==> src/rtl/pbo_pkg.sv <==
// Package: shared types and constants for the polyBLEP oscillator core.
`default_nettype none
package pbo_pkg;
  localparam int QBITS = 30;

  typedef enum logic [2:0] {
    ST_IDLE,
    ST_LOAD,
    ST_BLEP,
    ST_DONE
  } state_t;

  typedef struct packed {
    logic load;
    logic blep_start;
    logic finish;
  } cmd_t;

  typedef struct packed {
    logic div_busy;
    logic div_done;
  } sts_t;
endpackage
`default_nettype wire

==> src/rtl/pbo_if.sv <==
// Interfaces: input, result and configuration channels.
`default_nettype none
interface pbo_in_if;
  logic        valid;
  logic        ready;
  logic [23:0] phase_step;
  logic [23:0] pulse_width;
  logic        restart;
  logic [23:0] start_phase;
  modport source (output valid, phase_step, pulse_width, restart, start_phase, input ready);
  modport sink (input valid, phase_step, pulse_width, restart, start_phase, output ready);
endinterface

interface pbo_out_if;
  logic               valid;
  logic               ready;
  logic signed [16:0] saw_out;
  logic signed [16:0] pulse_out;
  logic signed [16:0] core_out;
  logic               wrapped;
  modport source (output valid, saw_out, pulse_out, core_out, wrapped, input ready);
  modport sink (input valid, saw_out, pulse_out, core_out, wrapped, output ready);
endinterface

interface pbo_cfg_if;
  logic        valid;
  logic        ready;
  logic [23:0] data;
  modport source (output valid, data, input ready);
  modport sink (input valid, data, output ready);
endinterface
`default_nettype wire

==> src/rtl/pbo_ctrl.sv <==
// Controller: sequences one item through load, residual evaluation and output.
`default_nettype none
module pbo_ctrl (
  input  wire logic            clk,
  input  wire logic            rst_n,
  input  wire logic            in_fire,
  input  wire logic            out_free,
  input  pbo_pkg::sts_t        sts,
  output pbo_pkg::cmd_t        cmd,
  output logic                 busy
);
  pbo_pkg::state_t state_r, state_nxt;

  always_ff @(posedge clk) begin
    if (!rst_n) state_r <= pbo_pkg::ST_IDLE;
    else        state_r <= state_nxt;
  end

  always_comb begin
    state_nxt = state_r;
    case (state_r)
      pbo_pkg::ST_IDLE: if (in_fire) state_nxt = pbo_pkg::ST_LOAD;
      pbo_pkg::ST_LOAD: state_nxt = pbo_pkg::ST_BLEP;
      pbo_pkg::ST_BLEP: if (sts.div_done) state_nxt = pbo_pkg::ST_DONE;
      pbo_pkg::ST_DONE: if (out_free) state_nxt = pbo_pkg::ST_IDLE;
      default: state_nxt = pbo_pkg::ST_IDLE;
    endcase
  end

  always_comb begin
    cmd = '0;
    busy = 1'b1;
    case (state_r)
      pbo_pkg::ST_IDLE: busy = 1'b0;
      pbo_pkg::ST_LOAD: cmd.blep_start = 1'b1;
      pbo_pkg::ST_BLEP: ;
      pbo_pkg::ST_DONE: cmd.finish = out_free;
      default: busy = 1'b0;
    endcase
    cmd.load = in_fire;
  end

  a_done_in_blep: assert property (@(posedge clk) disable iff (!rst_n)
    sts.div_done |-> state_r == pbo_pkg::ST_BLEP) else $error("div done out of state");
  a_fire_idle: assert property (@(posedge clk) disable iff (!rst_n)
    in_fire |-> state_r == pbo_pkg::ST_IDLE) else $error("accept while busy");
  a_load_next: assert property (@(posedge clk) disable iff (!rst_n)
    in_fire |=> state_r == pbo_pkg::ST_LOAD) else $error("load missed");
  a_idle_quiet: assert property (@(posedge clk) disable iff (!rst_n)
    state_r == pbo_pkg::ST_IDLE |-> !sts.div_busy) else $error("divider busy while idle");
endmodule
`default_nettype wire

==> src/rtl/pbo_div.sv <==
// Restoring divider: quotient (num << QBITS) / den, one bit per cycle.
`default_nettype none
module pbo_div #(
  parameter int PHASE_BITS = 24
) (
  input  wire logic                  clk,
  input  wire logic                  rst_n,
  input  wire logic                  start,
  input  wire logic [PHASE_BITS-1:0] num,
  input  wire logic [PHASE_BITS-1:0] den,
  output logic [pbo_pkg::QBITS-1:0]  quo,
  output logic                       busy,
  output logic                       done
);
  localparam int CW = $clog2(pbo_pkg::QBITS + 1);
  logic [PHASE_BITS:0]         rem_r, rem_nxt;
  logic [PHASE_BITS:0]         trial;
  logic [pbo_pkg::QBITS-1:0]   quo_r;
  logic [CW-1:0]               cnt_r;
  logic                        busy_r;
  logic                        done_r;

  always_comb begin
    trial = {rem_r[PHASE_BITS-1:0], 1'b0} - {1'b0, den};
    if (!trial[PHASE_BITS]) rem_nxt = trial;
    else rem_nxt = {rem_r[PHASE_BITS-1:0], 1'b0};
  end

  always_ff @(posedge clk) begin
    if (!rst_n) begin
      busy_r <= 1'b0;
      done_r <= 1'b0;
      cnt_r  <= '0;
    end else begin
      done_r <= 1'b0;
      if (start) begin
        busy_r <= 1'b1;
        cnt_r  <= CW'(pbo_pkg::QBITS);
      end else if (busy_r) begin
        cnt_r <= cnt_r - 1'b1;
        if (cnt_r == CW'(1)) begin
          busy_r <= 1'b0;
          done_r <= 1'b1;
        end
      end
    end
  end

  always_ff @(posedge clk) begin
    if (start) begin
      rem_r <= {1'b0, num};
      quo_r <= '0;
    end else if (busy_r) begin
      rem_r <= rem_nxt;
      quo_r <= {quo_r[pbo_pkg::QBITS-2:0], ~trial[PHASE_BITS]};
    end
  end

  assign quo  = quo_r;
  assign busy = busy_r;
  assign done = done_r;
endmodule
`default_nettype wire

==> src/rtl/pbo_dp.sv <==
// Datapath: phase accumulator, clamps, residual terms and output rounding.
`default_nettype none
module pbo_dp #(
  parameter int PHASE_BITS    = 24,
  parameter int OUT_FRAC_BITS = 14
) (
  input  wire logic               clk,
  input  wire logic               rst_n,
  input  pbo_pkg::cmd_t           cmd,
  output pbo_pkg::sts_t           sts,
  input  wire logic [23:0]        phase_step,
  input  wire logic [23:0]        pulse_width,
  input  wire logic               restart,
  input  wire logic [23:0]        start_phase,
  input  wire logic [23:0]        duty_cfg,
  output logic signed [16:0]      saw_out,
  output logic signed [16:0]      pulse_out,
  output logic signed [16:0]      core_out,
  output logic                    wrapped
);
  localparam int PB = PHASE_BITS;
  localparam int Q  = pbo_pkg::QBITS;
  localparam logic [PB:0] PH_ONE = {1'b1, {PB{1'b0}}};
  localparam logic [PB-1:0] STEP_MAX = PB'((64'd49 << PB) / 64'd100);
  localparam logic [PB-1:0] PW_MIN = PB'((64'd3 << PB) / 64'd100);
  localparam logic [PB-1:0] PW_MAX = PB'((64'd97 << PB) / 64'd100);
  localparam int SH = Q - OUT_FRAC_BITS;
  localparam int VW = Q + 4;
  localparam int UP = (Q > PB) ? Q - PB : 0;
  localparam int DN = (PB > Q) ? PB - Q : 0;

  function automatic logic [PB-1:0] to_ph(input logic [23:0] x);
    logic [PB+23:0] w;
    w = {x, {PB{1'b0}}};
    return w[PB+23 -: PB];
  endfunction

  logic [PB-1:0] acc_r, p_r, dt_r, pw_r, duty_r;
  logic          wrap_r;
  // three residuals: p, p-pw, p-duty evaluated serially through one divider
  logic [1:0]    idx_r;
  logic          neg_r, act_r, full_r;
  logic [PB-1:0] num_r;
  logic signed [VW-1:0] b0_r, b1_r, b2_r;
  logic [Q-1:0]  quo;
  logic          dbusy, ddone, dstart_r;
  logic [2*Q-1:0] sq;
  logic signed [VW-1:0] bterm;

  logic [PB-1:0] dt_c, pw_c, p_c;
  logic [PB:0]   sum_c;

  always_comb begin
    dt_c = to_ph(phase_step);
    if (dt_c > STEP_MAX) dt_c = STEP_MAX;
    pw_c = to_ph(pulse_width);
    if (pw_c < PW_MIN) pw_c = PW_MIN;
    if (pw_c > PW_MAX) pw_c = PW_MAX;
    p_c = restart ? to_ph(start_phase) : acc_r;
    sum_c = {1'b0, p_c} + {1'b0, dt_c};
  end

  // residual setup for term idx on phase t
  function automatic logic [PB+1:0] setup(input logic [PB-1:0] t, input logic [PB-1:0] dt);
    logic [PB:0] s;
    s = {1'b0, t} + {1'b0, dt};
    if (t < dt) return {1'b1, 1'b1, PB'(dt - t)};
    if (s > PH_ONE) return {1'b1, 1'b0, PB'(s - PH_ONE)};
    return '0;
  endfunction

  // setup is for the term about to start: first on blep_start, else the next one
  logic [1:0]    idx_sel;
  logic [PB-1:0] t_sel;
  logic [PB+1:0] su;
  always_comb begin
    idx_sel = cmd.blep_start ? 2'd0 : idx_r + 2'd1;
    case (idx_sel)
      2'd0:    t_sel = p_r;
      2'd1:    t_sel = p_r - pw_r;
      default: t_sel = p_r - duty_r;
    endcase
    su = setup(t_sel, dt_r);
  end

  pbo_div #(.PHASE_BITS(PB)) u_div (
    .clk(clk), .rst_n(rst_n), .start(dstart_r), .num(num_r), .den(dt_r),
    .quo(quo), .busy(dbusy), .done(ddone)
  );

  // num == den (phase exactly on the edge) gives a quotient of one,
  // which the 30 bit quotient cannot hold; its square is exactly one
  assign sq = quo * quo;
  always_comb begin
    bterm = full_r ? (VW'(1) <<< Q) : VW'(sq[2*Q-1:Q]);
    if (neg_r) bterm = -bterm;
    if (!act_r) bterm = '0;
  end

  logic last_done;
  assign last_done = ddone && idx_r == 2'd2;

  always_ff @(posedge clk) begin
    if (!rst_n) begin
      acc_r    <= '0;
      dstart_r <= 1'b0;
      idx_r    <= '0;
    end else begin
      dstart_r <= 1'b0;
      if (cmd.load) begin
        acc_r  <= sum_c[PB-1:0];
        p_r    <= p_c;
        dt_r   <= dt_c;
        pw_r   <= pw_c;
        duty_r <= to_ph(duty_cfg);
        wrap_r <= sum_c[PB];
      end
      if (cmd.blep_start) begin
        idx_r <= 2'd0;
      end
      if (cmd.blep_start || (ddone && idx_r != 2'd2)) begin
        act_r    <= su[PB+1];
        neg_r    <= su[PB];
        num_r    <= su[PB-1:0];
        full_r   <= (su[PB-1:0] == dt_r);
        dstart_r <= 1'b1;
      end
      if (ddone) begin
        case (idx_r)
          2'd0:    b0_r <= bterm;
          2'd1:    b1_r <= bterm;
          default: b2_r <= bterm;
        endcase
        if (idx_r != 2'd2) idx_r <= idx_r + 2'd1;
      end
    end
  end

  // final sums and rounding
  function automatic logic signed [16:0] rnd(input logic signed [VW-1:0] v);
    logic signed [VW-1:0] r;
    r = (v + (VW'(1) <<< (SH - 1))) >>> SH;
    if (r > VW'(65535)) return 17'sd65535;
    if (r < -VW'(65536)) return -17'sd65536;
    return r[16:0];
  endfunction

  localparam logic signed [VW-1:0] QONE = VW'(1) <<< Q;
  logic signed [VW-1:0] pq, saw_v, pul_v, cor_v;
  always_comb begin
    pq = VW'((64'(p_r) << UP) >> DN);
    saw_v = 2 * pq - QONE - b0_r;
    pul_v = ((p_r < pw_r) ? QONE : -QONE) + b0_r - b1_r;
    cor_v = ((p_r < duty_r) ? QONE : -QONE) + b0_r - b2_r;
  end

  // result registers load only once the previous result has left
  always_ff @(posedge clk) begin
    if (cmd.finish) begin
      saw_out   <= rnd(saw_v);
      pulse_out <= rnd(pul_v);
      core_out  <= rnd(cor_v);
      wrapped   <= wrap_r;
    end
  end

  assign sts.div_busy = dbusy;
  assign sts.div_done = last_done;

  a_no_start_busy: assert property (@(posedge clk) disable iff (!rst_n)
    dstart_r |-> !dbusy) else $error("divider restarted while busy");
  a_idx_range: assert property (@(posedge clk) disable iff (!rst_n)
    idx_r != 2'd3) else $error("bad residual index");
  a_dt_clamp: assert property (@(posedge clk) disable iff (!rst_n)
    $past(cmd.load) |-> dt_r <= STEP_MAX) else $error("step not clamped");
endmodule
`default_nettype wire

==> src/rtl/polyblep_oscillator_core.sv <==
// Top level: band-limited saw, pulse and core-square oscillator.
// Usage:
//  - in channel: one item per audio sample (phase_step, pulse_width,
//    restart, start_phase). in_ready is high while the controller is idle,
//    even with the previous result still waiting in the output register.
//  - out channel: one item per input item: saw_out, pulse_out, core_out
//    (Q3.14) and wrapped. It holds until out_ready is seen.
//  - cfg channel: writes core_duty (Q0.24); write only while idle.
// Sequencing: three residual quotients run one after another through a single
//  bit-serial divider, and out_valid rises when the result registers load after
//  the last one. in_ready returns on the edge that raises out_valid, so a new
//  item is accepted only once the previous one has reached the result registers.
// Reset (rst_n low, synchronous): phase accumulator cleared, core_duty
//  returns to one half, no result pending.
// Stall: while out_ready is low the result is held; one further item may be
//  accepted and computed, then it waits (in_ready low) until the held
//  result leaves.
`default_nettype none
module polyblep_oscillator_core #(
  parameter int PHASE_BITS    = 24,
  parameter int OUT_FRAC_BITS = 14
) (
  input wire logic     clk,
  input wire logic     rst_n,
  pbo_in_if.sink       in_ch,
  pbo_out_if.source    out_ch,
  pbo_cfg_if.sink      cfg_ch
);
  pbo_pkg::cmd_t cmd;
  pbo_pkg::sts_t sts;
  logic          busy;
  logic [23:0]   duty_r;
  logic          out_valid_r;
  logic          in_fire;

  assign in_ch.ready = !busy;
  assign in_fire = in_ch.valid && in_ch.ready;
  assign cfg_ch.ready = 1'b1;

  always_ff @(posedge clk) begin
    if (!rst_n) duty_r <= 24'h800000;
    else if (cfg_ch.valid) duty_r <= cfg_ch.data;
  end

  always_ff @(posedge clk) begin
    if (!rst_n) out_valid_r <= 1'b0;
    else if (cmd.finish) out_valid_r <= 1'b1;
    else if (out_ch.ready) out_valid_r <= 1'b0;
  end
  assign out_ch.valid = out_valid_r;

  pbo_ctrl u_ctrl (
    .clk(clk), .rst_n(rst_n), .in_fire(in_fire), .out_free(!out_valid_r),
    .sts(sts), .cmd(cmd), .busy(busy)
  );

  pbo_dp #(.PHASE_BITS(PHASE_BITS), .OUT_FRAC_BITS(OUT_FRAC_BITS)) u_dp (
    .clk(clk), .rst_n(rst_n), .cmd(cmd), .sts(sts),
    .phase_step(in_ch.phase_step), .pulse_width(in_ch.pulse_width),
    .restart(in_ch.restart), .start_phase(in_ch.start_phase), .duty_cfg(duty_r),
    .saw_out(out_ch.saw_out), .pulse_out(out_ch.pulse_out),
    .core_out(out_ch.core_out), .wrapped(out_ch.wrapped)
  );

  a_one_result: assert property (@(posedge clk) disable iff (!rst_n)
    cmd.finish |-> !out_valid_r) else $error("result overwritten");
  a_hold: assert property (@(posedge clk) disable iff (!rst_n)
    out_valid_r && !out_ch.ready |=> out_valid_r) else $error("result dropped");
  a_stable: assert property (@(posedge clk) disable iff (!rst_n)
    out_valid_r && !out_ch.ready |=> $stable(out_ch.saw_out) && $stable(out_ch.core_out))
    else $error("result changed while held");
endmodule
`default_nettype wire
==> src/flat_wrapper.sv <==
// flat-port wrapper written by rule: the top's interface ports become plain ports
module polyblep_oscillator_core_flat 
#(
  parameter int PHASE_BITS    = 24,
  parameter int OUT_FRAC_BITS = 14
)
  (clk, rst_n, in_ch_valid, in_ch_phase_step, in_ch_pulse_width, in_ch_restart, in_ch_start_phase, in_ch_ready, out_ch_valid, out_ch_saw_out, out_ch_pulse_out, out_ch_core_out, out_ch_wrapped, out_ch_ready, cfg_ch_valid, cfg_ch_data, cfg_ch_ready);
  pbo_in_if in_ch_i ();
  pbo_out_if out_ch_i ();
  pbo_cfg_if cfg_ch_i ();
  input wire logic clk;
  input wire logic rst_n;
  input wire logic [$bits(in_ch_i.valid)-1:0] in_ch_valid;
  input wire logic [$bits(in_ch_i.phase_step)-1:0] in_ch_phase_step;
  input wire logic [$bits(in_ch_i.pulse_width)-1:0] in_ch_pulse_width;
  input wire logic [$bits(in_ch_i.restart)-1:0] in_ch_restart;
  input wire logic [$bits(in_ch_i.start_phase)-1:0] in_ch_start_phase;
  output wire logic [$bits(in_ch_i.ready)-1:0] in_ch_ready;
  output wire logic [$bits(out_ch_i.valid)-1:0] out_ch_valid;
  output wire logic [$bits(out_ch_i.saw_out)-1:0] out_ch_saw_out;
  output wire logic [$bits(out_ch_i.pulse_out)-1:0] out_ch_pulse_out;
  output wire logic [$bits(out_ch_i.core_out)-1:0] out_ch_core_out;
  output wire logic [$bits(out_ch_i.wrapped)-1:0] out_ch_wrapped;
  input wire logic [$bits(out_ch_i.ready)-1:0] out_ch_ready;
  input wire logic [$bits(cfg_ch_i.valid)-1:0] cfg_ch_valid;
  input wire logic [$bits(cfg_ch_i.data)-1:0] cfg_ch_data;
  output wire logic [$bits(cfg_ch_i.ready)-1:0] cfg_ch_ready;
  assign in_ch_i.valid = in_ch_valid;
  assign in_ch_i.phase_step = in_ch_phase_step;
  assign in_ch_i.pulse_width = in_ch_pulse_width;
  assign in_ch_i.restart = in_ch_restart;
  assign in_ch_i.start_phase = in_ch_start_phase;
  assign in_ch_ready = in_ch_i.ready;
  assign out_ch_valid = out_ch_i.valid;
  assign out_ch_saw_out = out_ch_i.saw_out;
  assign out_ch_pulse_out = out_ch_i.pulse_out;
  assign out_ch_core_out = out_ch_i.core_out;
  assign out_ch_wrapped = out_ch_i.wrapped;
  assign out_ch_i.ready = out_ch_ready;
  assign cfg_ch_i.valid = cfg_ch_valid;
  assign cfg_ch_i.data = cfg_ch_data;
  assign cfg_ch_ready = cfg_ch_i.ready;
  polyblep_oscillator_core #(.PHASE_BITS(PHASE_BITS), .OUT_FRAC_BITS(OUT_FRAC_BITS)) u_core (.clk(clk), .rst_n(rst_n), .in_ch(in_ch_i), .out_ch(out_ch_i), .cfg_ch(cfg_ch_i));
endmodule
==> config.mk <==
export PLATFORM = sky130hd
export DESIGN_NAME = polyblep_oscillator_core_flat
export DESIGN_NICKNAME = d
export VERILOG_FILES = /design/src/rtl/pbo_pkg.sv /design/src/rtl/pbo_if.sv /design/src/rtl/pbo_ctrl.sv /design/src/rtl/pbo_div.sv /design/src/rtl/pbo_dp.sv /design/src/rtl/polyblep_oscillator_core.sv /design/src/flat_wrapper.sv
export SDC_FILE = /design/constraint.sdc
export NUM_CORES = 2
export LEC_CHECK = 0
export BUFFER_PORTS_ARGS = -buffer_cell sky130_fd_sc_hd__buf_2
export CORE_ASPECT_RATIO = 0.7
export CORE_MARGIN = 1.5
export CORE_UTILIZATION = 25
export DETAILED_ROUTE_END_ITERATION = 10
export GPL_TIMING_DRIVEN = 0
export PLACE_DENSITY = 0.45
export SLEW_MARGIN = 20
export SYNTH_ARGS = -nofsm -noshare
export SYNTH_HDL_FRONTEND = slang
export SYNTH_SLANG_ARGS = --single-unit
==> constraint.sdc <==
create_clock -name clk -period 12.6 [get_ports clk]
set_input_delay 3.78 -clock clk [delete_from_list [all_inputs] [get_ports clk]]
set_output_delay 3.78 -clock clk [all_outputs]
set_load 0.05 [all_outputs]
==> flow_summary_export.csv <==
group,metric,value,unit
run_status,status,"finished, final reports clean",
placed_design,dpl.cell_count,8863,
timing,finalSetupViolations,0,
critical_path,crit_top_cell,"fa_1",
drt,num_vias,41965,
finish,nets,7427,
clocking,cts_sinks,393,
logic_synthesis,synth-compound-area-share,0.1161,
worst_hold_path,holdCritStartpoint,"u_core.u_dp.wrap_r$_DFFE_PP_",
global_route,grt_overflow,0,
logic_synthesis,syn_area,0.05408,sq mm
clocking,htreeDepth,2,
drt,first_pass_iters,5,
finish,syn2layout_area_growth,11.67,%
global_route,grt_max_degree,28,
timing,rsz0062_at_grt,"false",
drt,wl_met2,74710,microns
clocking,insertion_delay,690,ps
timing,fin_setup_tns,0,ps
global_route,first_global_vias,42015,
drt,met1_length,101500,microns
logic_synthesis,ys_warn_count,0,
clocking,clk_pin_slew_worst_paths,60,ps
timing,drv_slew,0,
logic_synthesis,avgSynthCellArea,9.298,sq um
power_and_ir_drop,irDropWorstVdd,0.09870,mV
floorplanning,die_w,558.9,microns
global_route,grt_pass1_wl,289800,microns
timing,period_share,0.9539,
drt,route.met3.wl,20200,microns
critical_path,critical_path.max_stage_delay,830,ps
drt,drc,0,
logic_synthesis,synth_cell_type_count,88,
logic_synthesis,synth_top_family_by_area,"adder cells",
drt,ant_nets,0,
critical_path,worstSetupStartpoint,"u_core.u_dp.u_div.quo[6]$_SDFFE_PP0P_",
critical_path,r2r_slack,580,ps
timing,worstMarginPinSlew,1274,ps
critical_path,endpoint_kind,"flip-flop",
power_and_ir_drop,leakagePower,29.06,nW
critical_path,crit_required,12930,ps
logic_synthesis,synth_edf_count,302,
critical_path,r2r_start,"u_core.u_dp.u_div.quo[6]$_SDFFE_PP0P_",
drt,wl_per_cell,22.35,microns
drt,drt_iter0_markers,3702,
clocking,cts_made_buffers,47,
finish,drive_above_1_share,0.05898,
logic_synthesis,synth-seq-cells,393,
worst_hold_path,min_path_type,"flip-flop to flip-flop",
global_route,grt_usage,0.1819,
logic_synthesis,synth.yosys.seq_area_share,0.2014,
logic_synthesis,synthFlopType,"edfxtp_1",
job,cap_violations,0,
logic_synthesis,synth_cells,5816,
critical_path,worstPathArrival,12340,ps
critical_path,cp_slowest_cell,"a2111oi_2",
power_and_ir_drop,power_density,125.0,mW/mm^2
critical_path,cp_max_fo,10,
clocking,cts_tree,"done",
timing,slew_headroom,0.1506,
floorplanning,ios,157,
timing,fin_crit,12020,ps
floorplanning,die_h,392.1,microns
global_route,antenna_found_initial,25,
logic_synthesis,yosys.area_share.simple,0.1289,
clocking,cts_buffer_depth,3,
floorplanning,num_rows,142,
drt,viasPerCell,4.686,
finish,instances_no_fill,8955,
critical_path,rr_worst_depth,30,
logic_synthesis,synth_mux_area_frac,0.02096,
timing,hold_violations,0,
logic_synthesis,synth-adder-area-share,0.4000,
critical_path,crit_path_start_kind,"flip-flop",
drt,routed.top_layer,"met5",
placed_design,hpwl,167900,microns
floorplanning,floorplan.initialDensity,0.2522,
critical_path,setup.worst_path.end,"u_core.u_dp.b0_r[30]$_DFFE_PP_",
critical_path,timing.rr.end,"u_core.u_dp.b0_r[30]$_DFFE_PP_",
logic_synthesis,synth-async-reset-ratio,0,
floorplanning,core_area,0.2144,sq mm
clocking,postCtsSetupRepairBufs,0,
finish,fillers,23012,
drt,drt_wl_total,200200,microns
logic_synthesis,yosys.area_share.xor_xnor,0.03628,
placed_design,globalplace.congestion,0.9631,
timing,fmax,83.20,MHz
floorplanning,dieArea,0.2191,sq mm
clocking,root_buffer,"clkbuf_16",
critical_path,path_class,"flip-flop to flip-flop",
timing,clock_skew,91.89,ps
placed_design,portBuffers,152,
[per-stage QoR]
| step | instance area, sq um | hold WS (ps) | worst slack (ps) | util | power, mW |
|---|---|---|---|---|---|
| after detailed placement | 58720 | 407.1 | 557.7 | 0.2738 | 5.949 |
| final | 60380 | 420.8 | 581.4 | 0.2816 | 7.547 |
| after global placement | 58440 | 403.2 | -27.05 | 0.2725 | 5.946 |
| after global routing | 60370 | 430.6 | 108.4 | 0.2815 | 7.951 |
| after floorplan | 54080 | 400.3 | 3602 | - | 4.535 |
| after CTS | 60360 | 422.9 | 530.5 | 0.2815 | 7.490 |
[registers in the layout, indices dropped and copies added, names as in the netlist, 2 cells and up]
signal and count:
u_core.u_dp.saw_out 17, u_core.u_dp.pw_r 24, u_core.u_dp.core_out 17, u_core.u_dp.b1_r 34, u_core.u_dp.dt_r 24, u_core.u_dp.p_r 24, u_core.u_dp.u_div.rem_r 24, u_core.u_dp.b2_r 34
u_core.u_dp.acc_r 24, u_core.u_ctrl.state_r 2, u_core.u_dp.idx_r 2, u_core.u_dp.b0_r 34, u_core.u_dp.duty_r 24, u_core.u_dp.u_div.quo 30, u_core.duty_r 24, u_core.u_dp.pulse_out 17
u_core.u_dp.u_div.cnt_r 5, u_core.u_dp.num_r 24
[what timing repair did]
action                     4_1_cts  5_1_grt
gates resized for setup          0       13
setup endpoints to repair        0       18
hold buffers                     0        0
[per-layer routing]
metal | GRT usage | up-vias
met2 | 0.2406 | 1494
met3 | 0.05794 | 182
met1 | 0.2812 | 20772
met5 | 0 | -
li1 | - | 19511
met4 | 0.03487 | 6
[worst min-delay path by stage]
| stage | endpoint | slack [ps] | cells after the start |
|---|---|---|---|
| 6_report | u_core.u_dp.wrapped$_DFFE_PP_ | 420 | 0 |
| 5_1_grt | u_core.u_dp.wrapped$_DFFE_PP_ | 430 | 0 |
| 4_1_cts | u_core.u_dp.wrapped$_DFFE_PP_ | 420 | 0 |
| 3_5_place_dp | u_core.u_dp.wrapped$_DFFE_PP_ | 410 | 0 |
| 3_3_place_gp | u_core.u_dp.wrapped$_DFFE_PP_ | 400 | 0 |
| 2_1_floorplan | u_core.u_dp.wrapped$_DFFE_PP_ | 400 | 0 |
[logic make-up after synthesis]
logic type,after synthesis
AOI/OAI and AO/OA,961
xor gates and xnor gates,224
adders and majority gates,1309
buffers and inverters,1378
DFF,393
muxes,110
other,2
and+or+nand+nor,1439
[layout make-up]
type | instances | area, sq um | share of cell area
multi-input cells | 4046 | 38030 | 0.6298
flip-flops and latches | 393 | 10890 | 0.1804
inverters | 1173 | 4403 | 0.07292
well taps | 2880 | 3603 | 0.05968
clock buffers | 54 | 1254 | 0.02076
repair buffers | 166 | 989.7 | 0.01639
plain buffers | 205 | 818.3 | 0.01355
clock inverters | 33 | 382.9 | 0.006341
diodes | 5 | 12.51 | 0.0002072
[critical path, delay by kind of cell, from the launching register on]
family / cells / cell delay [ps]
AOI/OAI and AO/OA: 5 / 2620
adders and majority gates: 9 / 4590
buffers and inverters: 7 / 1530
DFF: 1 / 340
and+or+nand+nor: 9 / 2540
[placed cells by master, fill, tap and decap left out, types with 16 or more instances in the layout]
| cell | count |
|---|---|
| inv_1 | 1168 |
| fa_1 | 705 |
| ha_1 | 588 |
| nand2_1 | 465 |
| nor2_1 | 318 |
| edfxtp_1 | 302 |
| a21oi_1 | 270 |
| and2_1 | 211 |
| o21ai_0 | 180 |
| clkbuf_1 | 174 |
| buf_2 | 162 |
| xnor2_1 | 139 |
| a21o_1 | 111 |
| dfxtp_1 | 91 |
| xor2_1 | 85 |
| nor3_1 | 85 |
| mux2i_1 | 84 |
| nand3_1 | 64 |
| nand2b_1 | 52 |
| nor2b_1 | 51 |
| o21a_1 | 48 |
| clkbuf_16 | 48 |
| nand4_1 | 37 |
| a31oi_1 | 33 |
| a211oi_1 | 33 |
| or3_1 | 29 |
| o211ai_1 | 26 |
| and3_1 | 26 |
| mux2_2 | 26 |
| o22ai_1 | 24 |
| or2_2 | 21 |
| o31ai_1 | 21 |
| o21bai_1 | 19 |
| nor3b_1 | 17 |
| nor4_1 | 17 |
| a21boi_0 | 16 |
| maj3_1 | 16 |
[power breakdown]
group          total, mW  internal [mW]  leakage (nW)  switching (mW)
clock               1.50          0.832         0.795           0.663
sequential          1.82           1.69          3.64           0.128
combinational       4.23           1.39          24.6            2.84
total               7.55           3.91          29.1            3.63
[cell usage after synthesis (12+ instances only)]
library cell  instances  area, sq um
nor2b_1              52        325.3
a211oi_1             35        262.8
fa_1                705        14110
a21o_1              111        833.3
and3_1               28        175.2
a31oi_1              33        206.5
clkbuf_1            181        679.4
nand3_1              64        320.3
nand2_1             465         1745
o21bai_1             19        142.6
xor2_1               85        744.5
and2_1              211         1320
a211o_1              13        113.9
o21a_1               48        360.4
a21oi_1             270         1351
dfxtp_1              91         1822
xnor2_1             139         1217
mux2_2               26        292.8
nor3b_1              17        127.6
inv_1              1168         4384
maj3_1               16        160.2
o31ai_1              21        157.7
a22oi_1              12        90.09
o21ai_0             182        910.9
or3_1                29        181.4
nor3_1               87        435.4
ha_1                588         7357
o2111ai_1            13        113.9
o22ai_1              24        150.1
or2_2                21        131.4
mux2i_1              84        840.8
o211ai_1             26        195.2
edfxtp_1            302         9069
nand2b_1             52        325.3
a21boi_0             16        120.1
nor2_1              320         1201
nand4_1              37        231.5
nor4_1               17        106.4
(Power assumes the default switching activity.)
